### config.mk
export PLATFORM = sky130hd
export DESIGN_NAME = length_prefixed_message_deframer
export DESIGN_NICKNAME = d
export VERILOG_FILES = /design/src/rtl/lpmd_pkg.sv /design/src/rtl/lpmd_parser.sv /design/src/rtl/length_prefixed_message_deframer.sv
export VERILOG_INCLUDE_DIRS = /design/src /design/src/rtl
export SDC_FILE = /design/constraint.sdc
export NUM_CORES = 1
export LEC_CHECK = 0
export ABC_AREA = 1
export BUFFER_PORTS_ARGS = -buffer_cell sky130_fd_sc_hd__clkbuf_2
export CAP_MARGIN = 20
export CELL_PAD_IN_SITES_DETAIL_PLACEMENT = 1
export CELL_PAD_IN_SITES_GLOBAL_PLACEMENT = 1
export CORE_MARGIN = 4
export CORE_UTILIZATION = 36
export CTS_CLUSTER_SIZE = 40
export DETAILED_ROUTE_END_ITERATION = 8
export PLACE_DENSITY = 0.66
export SYNTH_ARGS = -nofsm -noshare
export SYNTH_HDL_FRONTEND = slang
export SYNTH_HIERARCHICAL = 1
export SYNTH_SLANG_ARGS = --single-unit
### constraint.sdc
create_clock -name i_clk -period 3.5 [get_ports i_clk]
set_input_delay 0.525 -clock i_clk [delete_from_list [all_inputs] [get_ports i_clk]]
set_output_delay 0.525 -clock i_clk [all_outputs]
set_load 0.05 [all_outputs]
### src/rtl/length_prefixed_message_deframer_assert.svh
// ----------------------------------------------------------------------------
// Deframer assertion macros
// Concurrent assertion wrappers shared by the deframer RTL. They compile to
// nothing when SYNTHESIS is defined.
// ----------------------------------------------------------------------------
`ifndef LENGTH_PREFIXED_MESSAGE_DEFRAMER_ASSERT_SVH
`define LENGTH_PREFIXED_MESSAGE_DEFRAMER_ASSERT_SVH

`ifndef SYNTHESIS

// Same-cycle implication, disabled while reset is asserted.
`define LPMD_ASSERT_IMP(lbl, clk, rst_n, ante, cons) \
    lbl: assert property (@(posedge clk) disable iff (!rst_n) (ante) |-> (cons)) \
        else $error("deframer assertion failed");

// Next-cycle implication, disabled while reset is asserted.
`define LPMD_ASSERT_NXT(lbl, clk, rst_n, ante, cons) \
    lbl: assert property (@(posedge clk) disable iff (!rst_n) (ante) |=> (cons)) \
        else $error("deframer assertion failed");

`else

`define LPMD_ASSERT_IMP(lbl, clk, rst_n, ante, cons)
`define LPMD_ASSERT_NXT(lbl, clk, rst_n, ante, cons)

`endif

`endif

### src/rtl/lpmd_pkg.sv
// ----------------------------------------------------------------------------
// Deframer package
// Constants, result codes and the result record shared by the deframer RTL.
// ----------------------------------------------------------------------------
`timescale 1ns / 1ps
`default_nettype none

package lpmd_pkg;

    localparam logic [31:0] MAX_FRAME_BYTES  = 32'd4096;
    localparam logic [31:0] INNER_HEAD_BYTES = 32'd8;
    localparam int          BLEN_W           = 12;

    localparam logic [1:0] KIND_HEADER = 2'd0;
    localparam logic [1:0] KIND_BODY   = 2'd1;
    localparam logic [1:0] KIND_DROP   = 2'd2;

    localparam logic [1:0] REASON_NONE      = 2'd0;
    localparam logic [1:0] REASON_SHORT     = 2'd1;
    localparam logic [1:0] REASON_LONG      = 2'd2;
    localparam logic [1:0] REASON_INNER_LEN = 2'd3;

    typedef struct packed {
        logic [1:0]        kind;
        logic [31:0]       msg_id;
        logic [BLEN_W-1:0] body_length;
        logic [7:0]        body_byte;
        logic [BLEN_W-1:0] byte_index;
        logic [1:0]        drop_reason;
        logic              last;
    } t_result;

endpackage

`default_nettype wire

### src/rtl/lpmd_parser.sv
// ----------------------------------------------------------------------------
// Deframer parser
// Frame state and the per-byte update; one byte is consumed per step and at
// most one result record is produced for it.
// ----------------------------------------------------------------------------
`timescale 1ns / 1ps
`default_nettype none

module lpmd_parser (
    input  wire logic             i_clk,
    input  wire logic             i_rst_n,
    input  wire logic             i_step,
    input  wire logic [7:0]       i_byte,
    output logic                  o_res_valid,
    output lpmd_pkg::t_result     o_res
);
    import lpmd_pkg::*;

    localparam logic [2:0] PH_OUTER = 3'd0;
    localparam logic [2:0] PH_ID    = 3'd1;
    localparam logic [2:0] PH_BLEN  = 3'd2;
    localparam logic [2:0] PH_BODY  = 3'd3;
    localparam logic [2:0] PH_SKIP  = 3'd4;

    logic [2:0]        r_phase, n_phase;
    logic [1:0]        r_cnt,   n_cnt;
    logic [31:0]       r_shift, n_shift;
    logic [31:0]       r_rem,   n_rem;
    logic [31:0]       r_id,    n_id;
    logic [BLEN_W-1:0] r_blen,  n_blen;
    logic [BLEN_W-1:0] r_pos,   n_pos;

    logic [31:0]       field;
    logic              field_done;
    logic [31:0]       rem_dec;
    logic              fin;

    assign field      = {r_shift[23:0], i_byte};
    assign field_done = (r_cnt == 2'd3);
    assign rem_dec    = (r_rem != 32'd0) ? r_rem - 32'd1 : r_rem;
    assign fin        = ({1'b0, r_pos} + {{BLEN_W{1'b0}}, 1'b1}) >= {1'b0, r_blen};

    always_comb begin
        n_phase     = r_phase;
        n_cnt       = r_cnt;
        n_shift     = r_shift;
        n_rem       = r_rem;
        n_id        = r_id;
        n_blen      = r_blen;
        n_pos       = r_pos;
        o_res_valid = 1'b0;
        o_res       = '0;

        case (r_phase)
            PH_OUTER: begin
                n_cnt   = r_cnt + 2'd1;
                n_shift = field;
                if (field_done) begin
                    n_rem   = field;
                    n_shift = 32'd0;
                    n_id    = 32'd0;
                    n_blen  = '0;
                    n_pos   = '0;
                    if (field == 32'd0) begin
                        n_phase = PH_OUTER;
                    end else if (field < INNER_HEAD_BYTES) begin
                        n_phase           = PH_SKIP;
                        o_res_valid       = 1'b1;
                        o_res.kind        = KIND_DROP;
                        o_res.drop_reason = REASON_SHORT;
                        o_res.last        = 1'b1;
                    end else if (field > MAX_FRAME_BYTES) begin
                        n_phase           = PH_SKIP;
                        o_res_valid       = 1'b1;
                        o_res.kind        = KIND_DROP;
                        o_res.drop_reason = REASON_LONG;
                        o_res.last        = 1'b1;
                    end else begin
                        n_phase = PH_ID;
                    end
                end
            end
            PH_ID: begin
                n_rem   = rem_dec;
                n_cnt   = r_cnt + 2'd1;
                n_shift = field;
                if (field_done) begin
                    n_id    = field;
                    n_shift = 32'd0;
                    n_phase = PH_BLEN;
                end
            end
            PH_BLEN: begin
                n_rem   = rem_dec;
                n_cnt   = r_cnt + 2'd1;
                n_shift = field;
                if (field_done) begin
                    n_shift      = 32'd0;
                    o_res_valid  = 1'b1;
                    o_res.msg_id = r_id;
                    o_res.last   = 1'b1;
                    if (field > rem_dec) begin
                        o_res.kind        = KIND_DROP;
                        o_res.drop_reason = REASON_INNER_LEN;
                        n_phase           = (rem_dec == 32'd0) ? PH_OUTER : PH_SKIP;
                    end else begin
                        // The compare above bounds the inner length to the frame.
                        n_blen            = field[BLEN_W-1:0];
                        n_pos             = '0;
                        o_res.kind        = KIND_HEADER;
                        o_res.body_length = field[BLEN_W-1:0];
                        if (field == 32'd0) begin
                            n_phase = (rem_dec == 32'd0) ? PH_OUTER : PH_SKIP;
                        end else begin
                            o_res.last = 1'b0;
                            n_phase    = PH_BODY;
                        end
                    end
                end
            end
            PH_BODY: begin
                n_rem             = rem_dec;
                n_pos             = r_pos + {{(BLEN_W-1){1'b0}}, 1'b1};
                o_res_valid       = 1'b1;
                o_res.kind        = KIND_BODY;
                o_res.msg_id      = r_id;
                o_res.body_length = r_blen;
                o_res.body_byte   = i_byte;
                o_res.byte_index  = r_blen - {{(BLEN_W-1){1'b0}}, 1'b1} - r_pos;
                o_res.last        = fin;
                if (fin) begin
                    n_phase = (rem_dec == 32'd0) ? PH_OUTER : PH_SKIP;
                    n_cnt   = 2'd0;
                    n_shift = 32'd0;
                end
            end
            default: begin
                // Skip phase, and any code that should never occur.
                n_rem = rem_dec;
                if (rem_dec == 32'd0) begin
                    n_phase = PH_OUTER;
                    n_cnt   = 2'd0;
                    n_shift = 32'd0;
                end else begin
                    n_phase = PH_SKIP;
                end
            end
        endcase
    end

    always_ff @(posedge i_clk) begin
        if (!i_rst_n) begin
            r_phase <= PH_OUTER;
            r_cnt   <= 2'd0;
            r_shift <= 32'd0;
            r_rem   <= 32'd0;
            r_id    <= 32'd0;
            r_blen  <= '0;
            r_pos   <= '0;
        end else if (i_step) begin
            r_phase <= n_phase;
            r_cnt   <= n_cnt;
            r_shift <= n_shift;
            r_rem   <= n_rem;
            r_id    <= n_id;
            r_blen  <= n_blen;
            r_pos   <= n_pos;
        end
    end

endmodule

`default_nettype wire

### src/rtl/length_prefixed_message_deframer.sv
// ----------------------------------------------------------------------------
// Length-prefixed message deframer
// Parses a byte stream of length-prefixed frames into header, body byte and
// drop records.
// ----------------------------------------------------------------------------
// Usage:
// Raw stream bytes enter on the input channel (i_in_valid / o_in_ready /
// i_data_byte), one byte per transfer. Each byte yields zero or one result
// record on the output channel (o_out_valid / i_out_ready and the o_ fields).
// A record appears on the output after its byte transfer: the byte waits in
// the input register while the parser works on it, and the result register
// is loaded from the parser when it is free or drains.
// Throughput is one byte per cycle while the receiver does not stall; the
// parser updates its frame state once per byte. Bytes with no record (length
// and id fields, trailing frame bytes, skipped frames) still pass both stages.
// When the receiver stalls, the result register holds its record, the input
// register holds the next byte, and o_in_ready drops once both are full.
// Synchronous reset clears the parser to wait for an outer length field and
// empties both registers; no record is pending after reset.
// ----------------------------------------------------------------------------
`timescale 1ns / 1ps
`default_nettype none

`include "length_prefixed_message_deframer_assert.svh"

module length_prefixed_message_deframer (
    input  wire logic        i_clk,
    input  wire logic        i_rst_n,
    input  wire logic        i_in_valid,
    output logic             o_in_ready,
    input  wire logic [7:0]  i_data_byte,
    output logic             o_out_valid,
    input  wire logic        i_out_ready,
    output logic [1:0]       o_kind,
    output logic [31:0]      o_msg_id,
    output logic [11:0]      o_body_length,
    output logic [7:0]       o_body_byte,
    output logic [11:0]      o_byte_index,
    output logic [1:0]       o_drop_reason,
    output logic             o_last
);
    import lpmd_pkg::*;

    logic       r_in_valid;
    logic [7:0] r_in_byte;
    logic       r_out_valid;
    t_result    r_out;

    logic       advance;
    logic       step;
    logic       res_valid;
    t_result    res;

    // The parser stage moves whenever the result register is free or drains.
    assign advance    = !r_out_valid || i_out_ready;
    assign step       = r_in_valid && advance;
    assign o_in_ready = !r_in_valid || advance;

    lpmd_parser u_parser (
        .i_clk       (i_clk),
        .i_rst_n     (i_rst_n),
        .i_step      (step),
        .i_byte      (r_in_byte),
        .o_res_valid (res_valid),
        .o_res       (res)
    );

    always_ff @(posedge i_clk) begin
        if (!i_rst_n) begin
            r_in_valid  <= 1'b0;
            r_out_valid <= 1'b0;
        end else begin
            if (o_in_ready) begin
                r_in_valid <= i_in_valid;
            end
            if (advance) begin
                r_out_valid <= step && res_valid;
            end
        end
    end

    always_ff @(posedge i_clk) begin
        if (o_in_ready) begin
            r_in_byte <= i_data_byte;
        end
        if (advance) begin
            r_out <= res;
        end
    end

    assign o_out_valid   = r_out_valid;
    assign o_kind        = r_out.kind;
    assign o_msg_id      = r_out.msg_id;
    assign o_body_length = r_out.body_length;
    assign o_body_byte   = r_out.body_byte;
    assign o_byte_index  = r_out.byte_index;
    assign o_drop_reason = r_out.drop_reason;
    assign o_last        = r_out.last;

    `LPMD_ASSERT_IMP(a_drop_is_last, i_clk, i_rst_n, o_out_valid && o_kind == KIND_DROP, o_last)
    `LPMD_ASSERT_IMP(a_last_body_index_zero, i_clk, i_rst_n, o_out_valid && o_kind == KIND_BODY && o_last, o_byte_index == 12'd0)
    `LPMD_ASSERT_IMP(a_reason_only_on_drop, i_clk, i_rst_n, o_out_valid && o_kind != KIND_DROP, o_drop_reason == REASON_NONE)
    `LPMD_ASSERT_NXT(a_input_held_on_stall, i_clk, i_rst_n, r_in_valid && !advance, r_in_valid && $stable(r_in_byte))

endmodule

`default_nettype wire
==> results.md, run 1 <==
- Largest net degree at the start of global routing: 71
- Max clock buf depth: 2
- Critical Path AT: 3750 ps
- Netlist cell types: 39
- Area Growth Syn to Fin: 20.76%
- Setup crit end kind: flip-flop
- Startpoint types: flip-flop
- Yosys top cell area share: 21.70%
- Register area share after synthesis: 42.75%
- Worst-Skew Late Latency: 450 ps
- DR vias: 10360
- Most instantiated cells after synthesis: nand2_1, nor2_1, inv_1
- Max_cap viols: 0
- Crit path largest cell delay: 350 ps
- Most Frequent Cell on Critical Path: nand2_1
- Post-Syn Nets: 1569
- Top cells by area in the synthesized netlist: dfxtp_1, edfxtp_1, nand2_1
- Nets: 1680
- Setup Crit Path Kind: reg -> reg
- Pins Over Slew Limit: 0
- Slowest-stage cell, CP: dfxtp_1
- Slew headroom: 34.39%
- DIE WIDTH: 182.6 um
- Slew @ Worst Pin: 984.2 ps
- Number of routed nets with antenna violations: 0
- Starting Density: 36.76%
- Htree depth: 4
- First-pass GRT wire length: 57380 um
- Final period util: 97.09%
- GRT overflow: 0
- Post-Route WL: 36830 um
- Port buffer count: 82
- Cell taking the most area after synthesis: dfxtp_1
- P per Cell Area: 459.8 nW/um^2
- Residual DRC: 0
- Yosys Warn Count: 6
- Clock Skew: 15.38 ps
- Register area: 4705 um^2
- F_max: 0.2943 GHz
- Min-Delay Path Class: in -> reg
- Hpwl dp: 27100 um
- Die H: 182.6 um
- Avg Cell Area, Syn: 7.330 um^2
- Post-Layout Cell Count: 2012
- Antenna violations before repair: 0
- Final hold viol count: 0
- Die area: 33360 um^2
- Cells after synthesis: 1498
- Wire length per cell: 18.30 um
- Clock transition at path regs: 90 ps
- Vias in the first global route: 10300
- Diode count: 0
- Vias per cell: 5.148
- Worst Path Max Fanout: 5
- Status: finished, final reports clean
- Mapped cell area: 10980 um^2
- Fin crit period: 3398 ps
- RePlAce Congestion: 0.8717
- Post-synth ARST share: 0%
- Worst Path Required: 3850 ps
- IO Pins: 83
- Multi-input gate area: 5738 um^2
- Core Box Area: 29870 um^2
- Detailed Routing Iterations Pass 1: 5
- Root buf cell: clkbuf_16
- Worst hold slack: 249.7 ps
- Drt initial violations: 652
- Row Count: 63
- Layout cells sized above 1: 19.17%
- LEAKAGE: 6.015 nW
- Worst ir drop on vdd: 328.2 uV
- CTS Sinks: 196
- Most common cell in the synthesized netlist: nand2_1
- Total CTS buffers: 17
- Fill cells: 3772
- Post-synth EDFFs: 77
- Register bit total from synthesis: 196
- Final setup fails: 0
- CTS tree: done
- CTS Hold Bufs: 0
- Synth Flop Type: dfxtp_1
- Critical-path cell list: nor2_1 -> nand2_1 -> nor2_4 -> nand2_1 -> o21ai_1 -> nand2_1 -> ha_1 -> a21oi_1 -> o21a_1 -> o21bai_1 -> nand2_1 -> nand2_1 -> nand2_1 -> nand2_2 -> nand2_4 -> inv_2 -> nand2_2 -> nand2_2 -> inv_2 -> nand2_4 -> buf_6 -> nand2_1 -> a21oi_1
- Inst Count DP: 1964
- Gr usage total: 21.58%
## state kept, by name, summed over array words and instances, names as in the netlist, 12 cells and up
name	count
o_msg_id	32
o_byte_index	12
u_parser/r_id	32
o_body_length	12
u_parser/r_blen	12
u_parser/r_shift	24
u_parser/r_pos	12
u_parser/r_rem	32
## layout by cell type, fill, tap and decap left out, types with 4 or more instances in the layout
cell type | netlist | layout
o211ai_1 | 29 | 29
nor2_2 | 7 | 27
nand2_1 | 387 | 363
ha_4 | 0 | 9
o21bai_1 | 5 | 5
o21ai_1 | 4 | 7
inv_8 | 0 | 5
nor2_4 | 3 | 7
ha_1 | 58 | 49
edfxtp_1 | 77 | 77
nand3_1 | 54 | 47
xor2_1 | 14 | 14
nor3_1 | 17 | 13
buf_6 | 5 | 6
nor2_1 | 214 | 190
dfxtp_1 | 119 | 111
nor3_2 | 0 | 4
nand3_2 | 4 | 10
nand2_2 | 11 | 29
o22ai_1 | 9 | 9
inv_2 | 5 | 9
nand4_1 | 21 | 21
nand2_4 | 0 | 6
clkbuf_2 | 0 | 82
buf_4 | 2 | 53
a21oi_2 | 1 | 8
or2_2 | 9 | 9
a21oi_1 | 155 | 148
dfxtp_2 | 0 | 8
o21ai_0 | 50 | 45
clkbuf_16 | 0 | 20
inv_1 | 171 | 167
## layer usage
metal | part of all wire, % | vias up | wire length [um] | track usage (%)
li1 | - | 5105 | - | -
met1 | 49 | 5042 | 17960 | 31.34
met2 | 46 | 175 | 17100 | 34.70
met3 | 3.7 | 35 | 1358 | 3.030
met4 | 1.1 | 0 | 411 | 3.843
met5 | 0 | - | 0 | 0
## where the power goes
group          total, W  switching, W  leakage (nW)  internal [W]
clock network   0.00215      0.000986         0.317       0.00116
registers       0.00246     0.0000710          1.90       0.00239
logic           0.00148      0.000913          3.80      0.000571
total           0.00610       0.00197          6.01       0.00413
## critical path, delay by kind of cell, from the launching register on
| kind | cells | cell delay, ps |
|---|---|---|
| simple gates | 14 | 1460 |
| compound gates | 5 | 880 |
| flops | 1 | 350 |
| fa+ha+maj | 1 | 320 |
| buf+inv | 3 | 270 |
## logic make-up after synthesis
family	count (synthesis)	synth area share [%]
adder cells (fa/ha/maj)	59	6.791
flip-flops	196	42.75
AO/OA/AOI/OAI	259	12.90
XOR/XNOR	17	1.356
buffers and inverters	233	8.443
AND/OR/NAND/NOR	734	27.76
## final cells by class
class	count	area share, %
clock inverter	15	1.623
clock buffer	17	3.208
tap	390	3.680
sequential	196	35.48
multi-input combinational	1069	43.27
inverter	176	4.982
timing repair buffer	149	7.756
## final timing paths
| check | cells past startpoint | end | slack, ps | from |
|---|---|---|---|---|
| setup / recovery | 23 | u_parser/r_pos[1] | 100 | u_parser/r_rem[18] |
| hold / removal | 1 | r_in_byte[2] | 250 | i_data_byte[2] |
| setup reg to reg | 23 | u_parser/r_pos[1] | 100 | u_parser/r_rem[18] |
| hold reg to reg | 2 | u_parser/r_id[20] | 460 | u_parser/r_id[20] |
## per-stage QoR
stage | power (W) | instance area [um^2] | setup slack [ps] | setup TNS (ps) | util, %
5_1_grt | 0.006436 | 13260 | -104.6 | -789.2 | 44.39
2_1_floorplan | 0.003340 | 10980 | 303.7 | 0 | -
6_report | 0.006097 | 13260 | 102.0 | 0 | 44.39
3_5_place_dp | 0.003767 | 12040 | 26.10 | 0 | 40.31
4_1_cts | 0.005928 | 12680 | 28.38 | 0 | 42.46
3_3_place_gp | 0.003733 | 12040 | 145.3 | 0 | 40.31
## what timing repair did
action | 4_1_cts | 5_1_grt
gates cloned | 0 | 5
gates resized for setup | 1 | 110
endpoints found under the setup margin | 3 | 69
pin swaps | 0 | 23
setup buffers | 0 | 11
(Power assumes the default switching activity.)
==> run 2, diff against run 1 <==
--- a/config.mk
+++ b/config.mk
@@ -11,11 +11,13 @@
 export CAP_MARGIN = 20
 export CELL_PAD_IN_SITES_DETAIL_PLACEMENT = 1
 export CELL_PAD_IN_SITES_GLOBAL_PLACEMENT = 1
+export CORE_ASPECT_RATIO = 1.5
 export CORE_MARGIN = 4
 export CORE_UTILIZATION = 36
 export CTS_CLUSTER_SIZE = 40
 export DETAILED_ROUTE_END_ITERATION = 8
 export PLACE_DENSITY = 0.66
+export RECOVER_POWER = 25
 export SYNTH_ARGS = -nofsm -noshare
 export SYNTH_HDL_FRONTEND = slang
 export SYNTH_HIERARCHICAL = 1
==> run 2 against run 1 <==
Against the previous run:
- the flow now finishes with violations (max-capacitance violations, max-slew violations)
- register-to-register slack barely moved
- first-iteration DRC count fell by 17%
- clock power fell by 8%
- sequential power about the same
- critical endpoint is now u_parser/r_pos[9]
- via count rose by 0.39%
- design area grew 1.0%
- utilization is essentially flat
- non-clock buffer count up 12
- clock-buffer cell count grew 1
- clock skew fell by 0.67 ps
==> results.md, run 2 (same netlist as run 1, synthesis figures left out) <==
- Layout cells sized above 1: 21.11%
- Max clock buf depth: 2
- Vias per cell: 5.112
- CTS Hold Bufs: 0
- Antenna violations before repair: 0
- Slew @ Worst Pin: 1602 ps
- Worst Path Required: 3850 ps
- Wire length per cell: 18.41 um
- Fin crit period: 3409 ps
- Final hold viol count: 0
- RePlAce Congestion: 0.8710
- Final setup fails: 0
- Most Frequent Cell on Critical Path: nand2_2
- Slowest-stage cell, CP: nor3_1
- Area Growth Syn to Fin: 21.99%
- LEAKAGE: 6.045 nW
- Port buffer count: 82
- P per Cell Area: 447.1 nW/um^2
- Worst-Skew Late Latency: 460 ps
- Row Count: 78
- Setup Crit Path Kind: reg -> reg
- Detailed Routing Iterations Pass 1: 5
- Nets: 1692
- Die H: 221.9 um
- Gr usage total: 22.29%
- IO Pins: 83
- Worst ir drop on vdd: 342.8 uV
- Starting Density: 36.41%
- Diode count: 0
- CTS Sinks: 196
- Inst Count DP: 1982
- Final period util: 97.41%
- Failing checks: max-capacitance violations, max-slew violations
- Largest net degree at the start of global routing: 62
- Die area: 33420 um^2
- Commonest cells after routing, fill and taps aside: nand2_1, nor2_1, inv_1
- Post-Layout Cell Count: 2034
- Setup crit end kind: flip-flop
- Total CTS buffers: 17
- Final Power: 0.005989 W
- Clock Skew: 14.72 ps
- CTS tree: done
- Core Box Area: 30160 um^2
- Min-Delay Path Class: in -> reg
- Critical Path AT: 3750 ps
- Post-Route WL: 37440 um
- F_max: 0.2933 GHz
- Root buf cell: clkbuf_16
- Vias in the first global route: 10610
- Clock transition at path regs: 80 ps
- Drt initial violations: 541
- Hpwl dp: 28380 um
- Slew headroom: -6.781%
- Commonest non-fill, non-tap cell in the layout: nand2_1
- Htree depth: 4
- Pins Over Slew Limit: 62
- Status: finished, violations left
- DIE WIDTH: 150.6 um
- First-pass GRT wire length: 57620 um
- Max_cap viols: 1
- Fill cells: 3750
- Residual DRC: 0
- Startpoint types: flip-flop
- Critical-path cell list: inv_2 -> ha_4 -> nand2_4 -> nor2_4 -> nand4_4 -> buf_6 -> nand2_2 -> ha_4 -> nand4_1 -> nor3_1 -> nand3_1 -> nand2_2 -> inv_1 -> nand2_2 -> nand2_1 -> inv_2 -> nand2_4 -> clkbuf_16 -> a21oi_1 -> nor2_1
- Worst Path Max Fanout: 7
- DR vias: 10400
- Crit path largest cell delay: 520 ps
- GRT overflow: 0
- Number of routed nets with antenna violations: 0
## run 2: worst paths after layout
| path | from | cells past startpoint | to | slack, ps |
|---|---|---|---|---|
| min | i_data_byte[3] | 1 | r_in_byte[3] | 240 |
| min reg2reg | u_parser/r_id[11] | 2 | u_parser/r_id[11] | 470 |
| max reg2reg | u_parser/r_rem[0] | 20 | u_parser/r_pos[9] | 90 |
| max | u_parser/r_rem[0] | 20 | u_parser/r_pos[9] | 90 |
## run 2: per-stage QoR
step / setup TNS, ps / utilization, % / setup WS (ps) / hold WS (ps) / area [um^2]
floorplan: 0 / - / 303.7 / 445.3 / 10980
global placement: -812.8 / 40.34 / -64.74 / 455.5 / 12160
detailed placement: -3338 / 40.34 / -150.8 / 459.5 / 12160
CTS: 0 / 42.42 / 21.64 / 219.4 / 12790
global route: -590.9 / 44.42 / -65.62 / 223.9 / 13400
finish: 0 / 44.42 / 90.51 / 244.7 / 13400
## run 2: area by class of cell
cell class / instances / area (um^2) / area share [%]
flip-flops and latches: 196 / 4717 / 35.21
inverters: 176 / 663.1 / 4.951
well taps: 400 / 500.5 / 3.736
clock buffers: 18 / 429.2 / 3.204
clock inverters: 14 / 147.6 / 1.102
repair buffers: 161 / 1139 / 8.500
multi-input cells: 1069 / 5799 / 43.29
## run 2: critical path: cells and delay by family, from the launching register on
| kind | cells | cell delay (ps) |
|---|---|---|
| simple gates | 12 | 1840 |
| fa+ha+maj | 2 | 330 |
| flops | 1 | 330 |
| compound gates | 1 | 110 |
| buf+inv | 5 | 640 |
## run 2: routing by layer
| layer | wire length, um | GRT usage, % | vias up |
|---|---|---|---|
| met1 | 14640 | 24.76 | 4998 |
| met4 | 1819 | 11.91 | 0 |
| met5 | 0 | 0 | - |
| met3 | 1004 | 3.108 | 88 |
| li1 | - | - | 5133 |
| met2 | 19980 | 40.37 | 178 |
## run 2: repair_timing
| action | 4_1_cts | 5_1_grt |
|---|---|---|
| gates resized for setup | 10 | 128 |
| pin swaps | 1 | 31 |
| hold endpoints to repair | 0 | 0 |
| setup buffers | 2 | 14 |
| cloned | 0 | 5 |
| setup endpoints to repair | 51 | 69 |
## run 2: power breakdown
group          internal [W]  switching (W)  leakage (nW)  total [W]
Sequential          0.00239      0.0000621          1.91    0.00245
Combinational      0.000607       0.000957          3.87    0.00156
Clock               0.00100       0.000971         0.271    0.00197
==> run 3, diff against run 2 <==
--- a/config.mk
+++ b/config.mk
@@ -11,12 +11,11 @@
 export CAP_MARGIN = 20
 export CELL_PAD_IN_SITES_DETAIL_PLACEMENT = 1
 export CELL_PAD_IN_SITES_GLOBAL_PLACEMENT = 1
-export CORE_ASPECT_RATIO = 1.5
 export CORE_MARGIN = 4
 export CORE_UTILIZATION = 36
 export CTS_CLUSTER_SIZE = 40
 export DETAILED_ROUTE_END_ITERATION = 8
-export PLACE_DENSITY = 0.66
+export PLACE_DENSITY_LB_ADDON = 0.1
 export RECOVER_POWER = 25
 export SYNTH_ARGS = -nofsm -noshare
 export SYNTH_HDL_FRONTEND = slang
==> run 3 against run 2 <==
Against the previous run:
- the run now ends clean
- worst hold slack better by 8.3 ps
- clock power is 2% higher
- sequential share of layout area increased by 0.92 points
- combinational power decreased by 12%
- highest routed layer unchanged
==> results.md, run 3 (same netlist as run 1, synthesis figures left out) <==
- Fin crit period: 3314 ps
- DR vias: 10220
- Largest net degree at the start of global routing: 71
- Wire length per cell: 18.27 um
- Worst Path Required: 3810 ps
- Inst Count DP: 1958
- Dpl cell area: 12020 um^2
- Drt initial violations: 672
- Detailed Routing Iterations Pass 1: 5
- Gr usage total: 21.46%
- Total CTS buffers: 17
- RePlAce Congestion: 0.8770
- Vias per cell: 5.105
- Row Count: 63
- Pre-CTS setup slack: -17.55 ps
- CP bufs+invs: 6
- Layout cells sized above 1: 16.82%
- Crit path largest cell delay: 400 ps
- IO Pins: 83
- Max_cap viols: 0
- Htree depth: 4
- Fill cells: 3793
- Setup TNS: 0 ps
- P per Cell Area: 448.9 nW/um^2
- Nets: 1669
- Die H: 182.6 um
- Commonest cells after routing, fill and taps aside: nand2_1, nor2_1, inv_1
- Starting Density: 36.76%
- Number of routed nets with antenna violations: 0
- Setup crit end kind: flip-flop
- Die area: 33360 um^2
- Root buf cell: clkbuf_16
- Port buffer count: 82
- Min-Delay Path Class: in -> reg
- Post-Layout Cell Count: 2001
- Vias in the first global route: 10260
- Critical-path cell list: inv_2 -> ha_4 -> nand2_2 -> nor2_4 -> nand4_4 -> buf_4 -> nand3_1 -> ha_1 -> nand2_1 -> o21a_1 -> o21bai_1 -> nand2_1 -> nand2_1 -> nand2_1 -> nand2_1 -> nand2_2 -> inv_1 -> nand2_1 -> nand2_1 -> inv_2 -> buf_4 -> buf_4 -> nand3_1 -> a21oi_1
- Worst Path Max Fanout: 6
- F_max: 0.3018 GHz
- Status: finished, final reports clean
- Antenna violations before repair: 0
- First-pass GRT wire length: 56720 um
- Most Frequent Cell on Critical Path: nand2_1
- Commonest non-fill, non-tap cell in the layout: nand2_1
- Clock Skew: 18.05 ps
- Final hold viol count: 0
- Max clock buf depth: 2
- Post-Route WL: 36570 um
- Startpoint types: flip-flop
- CTS tree: done
- CTS Sinks: 196
- Final WS setup: 186.4 ps
- Diode count: 0
- Finished Cell Area: 13010 um^2
- RSZ-0062 raised after global routing: yes
- CP top delay family: simple AND/OR/NAND/NOR gates
- Residual DRC: 0
- Hpwl dp: 27260 um
- Worst hold slack: 253.0 ps
- Slowest-stage cell, CP: dfxtp_1
- Final period util: 94.67%
- Clock transition at path regs: 80 ps
- Area Growth Syn to Fin: 18.46%
- Core Box Area: 29870 um^2
- DIE WIDTH: 182.6 um
- GRT overflow: 0
- LEAKAGE: 5.917 nW
- Worst-Skew Late Latency: 450 ps
- Slew @ Worst Pin: 1443 ps
- Setup Crit Path Kind: reg -> reg
- Pins Over Slew Limit: 0
- Slew headroom: 3.815%
- Worst ir drop on vdd: 297.2 uV
- Critical Path AT: 3620 ps
- Final setup fails: 0
==> run 3: power breakdown <==
group	total, W	internal [W]	switching (W)
sequential	0.00246	0.00239	0.0000715
clock	0.00201	0.000970	0.00104
combinational	0.00137	0.000515	0.000854
==> run 3: worst reg2reg max path, delay by kind of cell (launching register included) <==
family	cells	cell delay [ps]
simple gates	13	1140
buf+inv	6	620
flops	1	400
compound gates	3	490
fa+ha+maj	2	530
==> run 3: what timing repair did <==
action,4_1_cts,5_1_grt
cloned,0,4
buffers inserted,0,7
pin swaps,0,13
gates resized for setup,1,73
endpoints found under the setup margin,10,69
hold buffers,0,0
==> run 3: through the flow <==
| step | util, % | power, W |
|---|---|---|
| 6_report | 43.54 | 0.005839 |
| 3_5_place_dp | 40.24 | 0.003757 |
| 3_3_place_gp | 40.24 | 0.003725 |
| 2_1_floorplan | - | 0.003340 |
| 5_1_grt | 43.54 | 0.006154 |
| 4_1_cts | 42.29 | 0.005779 |
==> run 3: worst paths after layout <==
| path | startpoint | endpoint | slack, ps | cells past startpoint |
|---|---|---|---|---|
| worst max-delay path | u_parser/r_rem[1] | u_parser/r_pos[1] | 190 | 24 |
| worst min-delay path | i_data_byte[2] | r_in_byte[2] | 250 | 1 |
| worst max register to register | u_parser/r_rem[1] | u_parser/r_pos[1] | 190 | 24 |
| worst min register to register | u_parser/r_id[17] | u_parser/r_id[17] | 470 | 2 |
==> run 3: layer usage <==
| layer | vias up | GRT usage, % | share of wire [%] |
|---|---|---|---|
| met5 | - | 0 | 0 |
| met1 | 4954 | 29.79 | 48 |
| met3 | 19 | 2.771 | 3.3 |
| met2 | 151 | 36.20 | 48 |
| met4 | 0 | 4.083 | 0.98 |
| li1 | 5092 | - | - |
==> run 3: final cells by class <==
class                   instances  area, um^2  area share (%)
clock inverters                15       185.2           1.424
well taps                     390       488.0           3.751
repair buffers                138       945.9           7.272
flip-flops and latches        196        4700           36.13
clock buffers                  17       425.4           3.270
multi-input cells            1069        5603           43.07
inverters                     176       660.6           5.079
